### config.mk
export PLATFORM = sky130hd
export DESIGN_NAME = thread_base_context_table_core
export DESIGN_NICKNAME = d
export VERILOG_FILES = /design/src/design/tbc_pkg.sv /design/src/design/tbc_ctrl.sv /design/src/design/tbc_datapath.sv /design/src/design/thread_base_context_table_core.sv
export VERILOG_INCLUDE_DIRS = /design/src /design/src/design
export SDC_FILE = /design/constraint.sdc
export NUM_CORES = 2
export LEC_CHECK = 0
export BUFFER_PORTS_ARGS = -buffer_cell sky130_fd_sc_hd__buf_2
export CORE_MARGIN = 10
export CORE_UTILIZATION = 30
export CTS_CLUSTER_SIZE = 40
export DETAILED_ROUTE_END_ITERATION = 8
export PLACE_DENSITY_LB_ADDON = 0.08
export RECOVER_POWER = 25
export SLEW_MARGIN = 20
export SYNTH_ARGS = -nofsm -noshare
export SYNTH_HDL_FRONTEND = slang
export SYNTH_SLANG_ARGS = --single-unit
export TNS_END_PERCENT = 100
### constraint.sdc
create_clock -name clk -period 10.6 [get_ports clk]
set_input_delay 2.12 -clock clk [delete_from_list [all_inputs] [get_ports clk]]
set_output_delay 2.12 -clock clk [all_outputs]
set_load 0.02 [all_outputs]
### src/design/thread_base_context_table_core_macros.svh
// Assertion macros shared by the thread context table RTL.
`ifndef THREAD_BASE_CONTEXT_TABLE_CORE_MACROS_SVH
`define THREAD_BASE_CONTEXT_TABLE_CORE_MACROS_SVH

// Same-cycle implication, gated off during reset.
`define TBC_ASSERT_NOW(label, clk, rst_n, ante, cons) \
    label: assert property (@(posedge clk) disable iff (!rst_n) (ante) |-> (cons)) \
        else $error("tbc: same-cycle check failed");

// Next-cycle implication, gated off during reset.
`define TBC_ASSERT_NEXT(label, clk, rst_n, ante, cons) \
    label: assert property (@(posedge clk) disable iff (!rst_n) (ante) |=> (cons)) \
        else $error("tbc: next-cycle check failed");

`endif

### src/design/tbc_pkg.sv
// Types and constants shared by the thread context table modules.
package tbc_pkg;

    localparam int ENTRIES_DEF = 16;
    localparam int OP_W        = 3;
    localparam int KEY_W       = 32;
    localparam int DATA_W      = 64;
    localparam int IN_TDATA_W  = KEY_W + DATA_W + DATA_W;
    localparam int OUT_TDATA_W = DATA_W;

    typedef enum logic [OP_W-1:0] {
        OP_SET_FS     = 3'd0,
        OP_GET_FS     = 3'd1,
        OP_SET_GS     = 3'd2,
        OP_GET_GS     = 3'd3,
        OP_SET_TID    = 3'd4,
        OP_SET_ROBUST = 3'd5
    } opcode_t;

    typedef enum logic [2:0] {
        ST_IDLE,
        ST_MATCH,
        ST_PICK,
        ST_ACCESS,
        ST_REPLY
    } state_t;

    // Controller to datapath commands.
    typedef struct packed {
        logic ready;
        logic compare;
        logic pick;
        logic access;
        logic load;
    } ctl_cmd_t;

    // Datapath to controller status.
    typedef struct packed {
        logic out_free;
    } ctl_sts_t;

endpackage

### src/design/tbc_ctrl.sv
// Sequencer for one request: capture, compare, select, access, reply.
module tbc_ctrl
    import tbc_pkg::*;
(
    input  logic     clk,
    input  logic     rst_n,
    input  logic     in_valid,
    input  ctl_sts_t sts,
    output ctl_cmd_t cmd
);

    state_t state_reg;
    state_t state_next;

    always_ff @(posedge clk or negedge rst_n)
    begin
        if (!rst_n)
        begin
            state_reg <= ST_IDLE;
        end
        else
        begin
            state_reg <= state_next;
        end
    end

    always_comb
    begin
        state_next = state_reg;
        case (state_reg)
            ST_IDLE:
            begin
                if (in_valid)
                begin
                    state_next = ST_MATCH;
                end
            end
            ST_MATCH:  state_next = ST_PICK;
            ST_PICK:   state_next = ST_ACCESS;
            ST_ACCESS: state_next = ST_REPLY;
            ST_REPLY:
            begin
                // hold until the output register can take the result
                if (sts.out_free)
                begin
                    state_next = ST_IDLE;
                end
            end
            default:   state_next = ST_IDLE;
        endcase
    end

    always_comb
    begin
        cmd = '0;
        case (state_reg)
            ST_IDLE:   cmd.ready   = 1'b1;
            ST_MATCH:  cmd.compare = 1'b1;
            ST_PICK:   cmd.pick    = 1'b1;
            ST_ACCESS: cmd.access  = 1'b1;
            ST_REPLY:  cmd.load    = sts.out_free;
            default:   cmd = '0;
        endcase
    end

endmodule

### src/design/tbc_datapath.sv
// Key table, match and allocate logic, context stores and output register.
module tbc_datapath
    import tbc_pkg::*;
#(
    parameter int ENTRIES = ENTRIES_DEF
)
(
    input  logic                   clk,
    input  logic                   rst_n,
    input  ctl_cmd_t               cmd,
    output ctl_sts_t               sts,
    input  logic                   in_valid,
    input  logic [OP_W-1:0]        in_op,
    input  logic [IN_TDATA_W-1:0]  in_data,
    output logic                   out_valid,
    input  logic                   out_ready,
    output logic                   out_ok,
    output logic [OUT_TDATA_W-1:0] out_data
);

    localparam int IDX_W = (ENTRIES > 1) ? $clog2(ENTRIES) : 1;

    // captured request
    opcode_t             op_reg;
    logic [KEY_W-1:0]    key_reg;
    logic [DATA_W-1:0]   val_reg;
    logic [DATA_W-1:0]   len_reg;

    // key table, in flops with per-entry valid and field-written bits
    logic [ENTRIES-1:0]  valid_reg;
    logic [KEY_W-1:0]    key_arr_reg [ENTRIES];
    logic [ENTRIES-1:0]  fs_set_reg;
    logic [ENTRIES-1:0]  gs_set_reg;

    // context stores
    logic [DATA_W-1:0]   fs_mem    [ENTRIES];
    logic [DATA_W-1:0]   gs_mem    [ENTRIES];
    logic [DATA_W-1:0]   tid_mem   [ENTRIES];
    logic [DATA_W-1:0]   rhead_mem [ENTRIES];
    logic [DATA_W-1:0]   rlen_mem  [ENTRIES];

    logic [ENTRIES-1:0]  match_reg;
    logic [ENTRIES-1:0]  match_next;
    logic [ENTRIES-1:0]  free_reg;
    logic [ENTRIES-1:0]  free_next;
    logic                hit_reg;
    logic                room_reg;
    logic [IDX_W-1:0]    slot_reg;
    logic [IDX_W-1:0]    slot_next;
    logic [IDX_W-1:0]    match_idx;
    logic [IDX_W-1:0]    free_idx;

    logic                ok_reg;
    logic                known_reg;
    logic [DATA_W-1:0]   fs_rd_reg;
    logic [DATA_W-1:0]   gs_rd_reg;

    logic                out_valid_reg;
    logic                out_ok_reg;
    logic [DATA_W-1:0]   out_data_reg;

    logic                is_read;
    logic                is_write;
    logic                do_write;
    logic [DATA_W-1:0]   reply_data;

    always_comb
    begin
        is_read  = (op_reg == OP_GET_FS) || (op_reg == OP_GET_GS);
        is_write = (op_reg == OP_SET_FS) || (op_reg == OP_SET_GS) ||
                   (op_reg == OP_SET_TID) || (op_reg == OP_SET_ROBUST);
        do_write = is_write && (hit_reg || room_reg);
    end

    // compare every entry against the captured key
    always_comb
    begin
        for (int i = 0; i < ENTRIES; i++)
        begin
            match_next[i] = valid_reg[i] && (key_arr_reg[i] == key_reg);
            free_next[i]  = !valid_reg[i];
        end
    end

    // lowest set index wins
    always_comb
    begin
        match_idx = '0;
        free_idx  = '0;
        for (int i = ENTRIES - 1; i >= 0; i--)
        begin
            if (match_reg[i])
            begin
                match_idx = IDX_W'(i);
            end
            if (free_reg[i])
            begin
                free_idx = IDX_W'(i);
            end
        end
        slot_next = (|match_reg) ? match_idx : free_idx;
    end

    always_ff @(posedge clk)
    begin
        if (cmd.ready && in_valid)
        begin
            op_reg  <= opcode_t'(in_op);
            key_reg <= in_data[KEY_W-1:0];
            val_reg <= in_data[KEY_W+DATA_W-1:KEY_W];
            len_reg <= in_data[IN_TDATA_W-1:KEY_W+DATA_W];
        end
        if (cmd.compare)
        begin
            match_reg <= match_next;
            free_reg  <= free_next;
        end
        if (cmd.pick)
        begin
            hit_reg  <= |match_reg;
            room_reg <= |free_reg;
            slot_reg <= slot_next;
        end
        if (cmd.access)
        begin
            fs_rd_reg <= fs_mem[slot_reg];
            gs_rd_reg <= gs_mem[slot_reg];
            ok_reg    <= is_read ? hit_reg : do_write;
            known_reg <= is_read && hit_reg &&
                         ((op_reg == OP_GET_FS) ? fs_set_reg[slot_reg] : gs_set_reg[slot_reg]);
        end
    end

    // store writes
    always_ff @(posedge clk)
    begin
        if (cmd.access && do_write)
        begin
            key_arr_reg[slot_reg] <= key_reg;
            case (op_reg)
                OP_SET_FS:     fs_mem[slot_reg]  <= val_reg;
                OP_SET_GS:     gs_mem[slot_reg]  <= val_reg;
                OP_SET_TID:    tid_mem[slot_reg] <= val_reg;
                OP_SET_ROBUST:
                begin
                    rhead_mem[slot_reg] <= val_reg;
                    rlen_mem[slot_reg]  <= len_reg;
                end
                default:       ;
            endcase
        end
    end

    always_ff @(posedge clk or negedge rst_n)
    begin
        if (!rst_n)
        begin
            valid_reg  <= '0;
            fs_set_reg <= '0;
            gs_set_reg <= '0;
        end
        else if (cmd.access && do_write)
        begin
            valid_reg[slot_reg] <= 1'b1;
            if (op_reg == OP_SET_FS)
            begin
                fs_set_reg[slot_reg] <= 1'b1;
            end
            if (op_reg == OP_SET_GS)
            begin
                gs_set_reg[slot_reg] <= 1'b1;
            end
        end
    end

    always_comb
    begin
        reply_data = '0;
        if (known_reg)
        begin
            reply_data = (op_reg == OP_GET_FS) ? fs_rd_reg : gs_rd_reg;
        end
    end

    // output register
    always_ff @(posedge clk or negedge rst_n)
    begin
        if (!rst_n)
        begin
            out_valid_reg <= 1'b0;
        end
        else if (cmd.load)
        begin
            out_valid_reg <= 1'b1;
        end
        else if (out_ready)
        begin
            out_valid_reg <= 1'b0;
        end
    end

    always_ff @(posedge clk)
    begin
        if (cmd.load)
        begin
            out_ok_reg   <= ok_reg;
            out_data_reg <= reply_data;
        end
    end

    assign sts.out_free = !out_valid_reg || out_ready;
    assign out_valid    = out_valid_reg;
    assign out_ok       = out_ok_reg;
    assign out_data     = out_data_reg;

endmodule

### src/design/thread_base_context_table_core.sv
// Top level of the per-thread context table: stream ports, sequencer and datapath.
//
// Per-thread context table. Each input beat is one request (opcode on s_tuser,
// thread id, value and length on s_tdata) and yields exactly one output beat
// (ok on m_tuser, read data on m_tdata). Set opcodes find the thread's entry or
// claim the lowest free one; get opcodes only look up and return zero for an
// unknown thread. One request is taken at a time: the sequencer captures it,
// then compares all keys, selects the entry, accesses the context stores and
// loads the output register, one step per cycle under a single sequencer,
// before it accepts the next request. The output register
// holds a finished result while the next request is taken; a stalled output
// holds the sequencer in its reply step. Reset empties the table at once
// through per-entry valid bits, so there is no clearing pass.

`include "thread_base_context_table_core_macros.svh"

module thread_base_context_table_core
    import tbc_pkg::*;
#(
    parameter int ENTRIES = ENTRIES_DEF
)
(
    input  logic                   clk,
    input  logic                   rst_n,
    input  logic                   s_tvalid,
    output logic                   s_tready,
    input  logic [IN_TDATA_W-1:0]  s_tdata,   // thread_id[31:0], value[95:32], length[159:96]
    input  logic [OP_W-1:0]        s_tuser,   // opcode[2:0]
    output logic                   m_tvalid,
    input  logic                   m_tready,
    output logic [OUT_TDATA_W-1:0] m_tdata,   // read_data[63:0]
    output logic                   m_tuser    // ok[0]
);

    ctl_cmd_t cmd;
    ctl_sts_t sts;

    // sequence one request at a time
    tbc_ctrl u_ctrl (
        .clk      (clk),
        .rst_n    (rst_n),
        .in_valid (s_tvalid),
        .sts      (sts),
        .cmd      (cmd)
    );

    // table, stores and output register
    tbc_datapath #(
        .ENTRIES (ENTRIES)
    ) u_datapath (
        .clk       (clk),
        .rst_n     (rst_n),
        .cmd       (cmd),
        .sts       (sts),
        .in_valid  (s_tvalid),
        .in_op     (s_tuser),
        .in_data   (s_tdata),
        .out_valid (m_tvalid),
        .out_ready (m_tready),
        .out_ok    (m_tuser),
        .out_data  (m_tdata)
    );

    assign s_tready = cmd.ready;

    // an accepted beat starts the key compare on the next cycle
    `TBC_ASSERT_NEXT(a_accept_compare, clk, rst_n, s_tvalid && s_tready, cmd.compare && !s_tready)
    // the sequencer issues at most one step per cycle
    `TBC_ASSERT_NOW(a_one_step, clk, rst_n, 1'b1,
                    $onehot0({cmd.ready, cmd.compare, cmd.pick, cmd.access, cmd.load}))
    // a loaded result shows up on the output side
    `TBC_ASSERT_NEXT(a_load_valid, clk, rst_n, cmd.load, m_tvalid)
    // never overwrite a result that is still waiting
    `TBC_ASSERT_NOW(a_no_overwrite, clk, rst_n, cmd.load, !m_tvalid || m_tready)

endmodule

==> summary.md <==
| Metric | Value |
|---|---|
| TritonCTS Buffers | `around 340` |
| Share of power burned in the clock network | `37.5%` |
| Port Buffers | `169` |
| Num ports | `234` |
| Via count of the first global-routing pass | `53,920` |
| Violated checks | `capacitance limit, slew limit` |
| Final Power | `about 0.031 W` |
| Main flop type after synthesis | `sky130_fd_sc_hd__edfxtp_1` |
| Count of cells along the worst register-to-register path | `8` |
| End of the worst register-to-register path | `u_datapath.fs_mem[12][4]` |
| Number of detailed-routing iterations run before antenna repair | `5` |
| Share of flip-flops with an asynchronous set or reset after synthesis | `1.77%` |
| Hold_buf cts | `0` |
| Number of remaining DRC errors | `0` |
| Time the final worst path needs with I/O delays and setup | `5420 ps` |
| CP Data Arrival Time | `between 5000 and 6000 ps` |
| Final worst path period share | `51.2%` |
| Placer's final routability congestion estimate | `0.701` |
| Total via count in the routed design | `51,128` |
| Startpoint of the most critical setup path | `u_ctrl.state_reg[2]` |
| Antenna violation net count after detailed routing | `0` |
| Switching power share of the total | `26.3%` |
| Comb pwr share | `15.8%` |
| Worst slew slack as a fraction of its limit | `-115%` |
| Post-Syn Nets | `5,123` |
| Post-synthesis area per instance | `22.5 um^2` |
| Total negative slack for setup checks | `0 ps` |
| FF+latch count, synth | `2,944` |
| Max Cap Viol | `30` |
| Clock edge transition at the registers on the reported setup and hold paths | `60 ps` |
| # Post-CTS Setup Buffers | `0` |
| H-Tree Depth | `5` |
| TritonCTS clock tree | `built` |
| Worst Setup Start Kind | `flip-flop` |
| Leakage | `around 40 nW` |
| Internal cell power | `around 0.023 W` |
| Worst setup path end | `u_datapath.fs_mem[12][4]` |
| Setup violators final | `0` |
| Post-synth EDFFs | `2,892` |
| Worst endpoint required time | `11,150 ps` |
| Setup CP Type | `reg2reg` |
| Clk_lat worst skew | `around 940 ps` |
| CTS sink cnt | `a little under 3,000` |
| Smallest setup slack after layout | `5180 ps` |
| Core outline area | `370,000 um^2` |
| Pin count of the biggest net entering global routing | `121` |
| Final Slew Violations | `between 600 and 700` |
| Pwr dens | `238 nW/um^2` |
| Root cell of the clock tree | `sky130_fd_sc_hd__clkbuf_16` |
| Run status | `complete, but fails checks` |
| Net Switching | `0.00816 W` |
| CTS resizes | `0` |
| Number of hold violations in the final report | `0` |
| Total wirelength of the detailed-routed design | `326,000 um` |
| Total of warnings raised by yosys | `0` |
| Detailed-placement wirelength estimate | `164,000 um` |
| Synth unique cells | `47` |
| Aggregate global routing overflow | `0` |
| Syn Std Cell Area | `112,000 um^2` |
| CP Capture Type | `flip-flop` |
| Startpoint of the lowest-slack register-to-register path | `u_ctrl.state_reg[2]` |
| Overall global routing resource usage | `16.0%` |
| Area delta synth->final | `16.6%` |
| Gate Count Post-Synth | `slightly below 5,000` |
| Initial core utilization | `30.2%` |
| RSZ-0062 raised after global routing | `false` |
| Height of the die | `between 600 and 700 um` |
| Floorplan die width | `630 um` |
| Post-route core utilization | `a little over a third` |
| First DRT Iteration DRCs | `4,435` |
| Count of standard-cell rows | `223` |
| Post-layout nets | `5,576` |
| First-pass GRT wire length | `451,000 um` |
| Pre-CTS setup slack | `5150 ps` |
| Die footprint | `roughly 400,000 um^2` |
| Worst clock skew | `55.7 ps` |
| Register area share after synthesis | `79.0%` |
| Wirelength per Cell | `30.6 um` |
| Min Hold Slack | `around 450 ps` |
| Sequential share of power | `46.6%` |
| Mean number of vias per cell | `a little under 5` |
| FMAX | `184 MHz` |
| Hold path startpoint | `u_datapath.gs_set_reg[15]` |
| Layout filler cell count | `34,257` |
| Slew @ Worst Pin | `3230 ps` |
| Hold Crit Class | `reg2reg` |
| Largest fanout on the critical path | `29` |
| Share of post-route cells with drive strength above 1 | `25.9%` |
| Initial antenna violation count | `16` |
| Setup slack, reg-to-reg | `around 5200 ps` |
| CTS max path bufs | `4` |
| Maximum resistive drop on vdd | `138 uV` |
## area by class of cell
| class | count | area, um^2 | share of cell area (%) |
|---|---|---|---|
| Multi-Input combinational cell | 1730 | 22500 | 17.3 |
| Clock buffer | 426 | 9160 | 7.03 |
| Inverter | 43 | 161 | 0.124 |
| Timing Repair Buffer | 346 | 2190 | 1.68 |
| Sequential cell | 2944 | 88100 | 67.7 |
| Clock inverter | 195 | 1820 | 1.39 |
| Antenna cell | 10 | 25.0 | 0.0192 |
| Tap cell | 4950 | 6190 | 4.76 |
## metrics by stage
step	std cells	cell area, um^2
after global routing	10635	130000
final	10644	130000
after detailed placement	10009	119000
after CTS	10630	130000
after global placement	10006	119000
after floorplan	4956	112000
## synth_stat cells (all sizes together) (2+ instances only)
| library cell | n | share of area [%] |
|---|---|---|
| nand3 | 22 | 0.099 |
| a222oi | 2 | 0.018 |
| a21oi | 8 | 0.036 |
| nor2b | 4 | 0.022 |
| or4 | 2 | 0.013 |
| edfxtp | 2892 | 78 |
| xor2 | 63 | 0.49 |
| nor3 | 6 | 0.027 |
| a21o | 12 | 0.081 |
| o22ai | 3 | 0.017 |
| o21bai | 24 | 0.16 |
| mux2 | 2 | 0.020 |
| and2 | 4 | 0.022 |
| xnor2 | 443 | 3.5 |
| o21ai | 4 | 0.018 |
| a21boi | 65 | 0.44 |
| inv | 43 | 0.14 |
| nor3b | 3 | 0.029 |
| nor4 | 55 | 0.31 |
| o31ai | 5 | 0.034 |
| dfrtp | 52 | 1.2 |
| a22o | 2 | 0.016 |
| nor2 | 53 | 0.18 |
| nand4 | 111 | 0.62 |
| buf | 134 | 0.64 |
| a211oi | 2 | 0.013 |
| clkbuf | 105 | 0.35 |
| mux4 | 648 | 13 |
| nand2b | 7 | 0.039 |
| nand2 | 169 | 0.57 |
## cells in the final DEF, fill, tap and decap left out, types with 3 or more instances in the layout
cell type and count:
sky130_fd_sc_hd__mux4_2 648, sky130_fd_sc_hd__a21boi_1 65, sky130_fd_sc_hd__clkbuf_16 354, sky130_fd_sc_hd__buf_2 169, sky130_fd_sc_hd__a21oi_1 8, sky130_fd_sc_hd__inv_16 6, sky130_fd_sc_hd__nand3_1 22, sky130_fd_sc_hd__clkinv_8 9
sky130_fd_sc_hd__o22ai_1 3, sky130_fd_sc_hd__nand2_1 168, sky130_fd_sc_hd__dfrtp_1 52, sky130_fd_sc_hd__nor2b_1 4, sky130_fd_sc_hd__clkinvlp_4 11, sky130_fd_sc_hd__clkbuf_1 126, sky130_fd_sc_hd__nor2_1 20, sky130_fd_sc_hd__xor2_1 63
sky130_fd_sc_hd__o31ai_1 5, sky130_fd_sc_hd__edfxtp_1 2892, sky130_fd_sc_hd__buf_4 102, sky130_fd_sc_hd__inv_1 27, sky130_fd_sc_hd__clkinv_4 3, sky130_fd_sc_hd__nor3_1 5, sky130_fd_sc_hd__inv_2 16, sky130_fd_sc_hd__nand4_1 111
sky130_fd_sc_hd__buf_12 18, sky130_fd_sc_hd__bufinv_16 27, sky130_fd_sc_hd__clkinv_2 57, sky130_fd_sc_hd__nand2b_1 6, sky130_fd_sc_hd__o21bai_1 24, sky130_fd_sc_hd__clkbuf_8 3, sky130_fd_sc_hd__clkinv_1 79, sky130_fd_sc_hd__xnor2_1 443
sky130_fd_sc_hd__nor2_4 33, sky130_fd_sc_hd__nor4_1 54, sky130_fd_sc_hd__a21o_1 12, sky130_fd_sc_hd__diode_2 10
## metal layers
| layer | share of wire, % | GRT usage, % | routed length [um] |
|---|---|---|---|
| met1 | 45 | 22.0 | 145000 |
| met2 | 49 | 27.0 | 161000 |
| met3 | 4.2 | 2.37 | 13500 |
| met4 | 2.0 | 3.45 | 6550 |
| met5 | 0.0031 | 0 | 10 |
## power groups by stage
| stage | sequential, W | clock [W] | combinational (W) |
|---|---|---|---|
| 2_1_floorplan | 0.0146 | 0 | 0.00333 |
| 3_3_place_gp | 0.0147 | 0 | 0.00515 |
| 3_5_place_dp | 0.0147 | 0 | 0.00513 |
| 4_1_cts | 0.0145 | 0.0120 | 0.00514 |
| 5_1_grt | 0.0145 | 0.0125 | 0.00532 |
| 6_report | 0.0145 | 0.0116 | 0.00491 |
## worst max-delay path: stages (launching register included)
cell and delay (ps):
sky130_fd_sc_hd__dfrtp_1 360, sky130_fd_sc_hd__clkbuf_1 240, sky130_fd_sc_hd__and3b_4 880, sky130_fd_sc_hd__o2111ai_1 490, sky130_fd_sc_hd__nor3_1 430, sky130_fd_sc_hd__nand3_1 420
sky130_fd_sc_hd__nor2_4 710, sky130_fd_sc_hd__buf_4 760, sky130_fd_sc_hd__buf_4 660
## worst min-delay path by stage
stage / to / slack, ps / cells after the start
floorplan: u_datapath.out_ok / 400 / 0
detailed placement: u_datapath.gs_set_reg[15] / 440 / 1
finish: u_datapath.gs_set_reg[15] / 450 / 1
global route: u_datapath.gs_set_reg[5] / 480 / 1
CTS: u_datapath.gs_set_reg[15] / 450 / 1
global placement: u_datapath.gs_set_reg[14] / 430 / 1
## logic make-up after synthesis
group,synth area share [%]
xor gates and xnor gates,3.97
muxes,13.1
AOI/OAI and AO/OA,0.874
buffers and inverters,1.13
DFF,79.0
and+or+nand+nor,1.95
No activity file was read; power rests on OpenSTA's default activity.
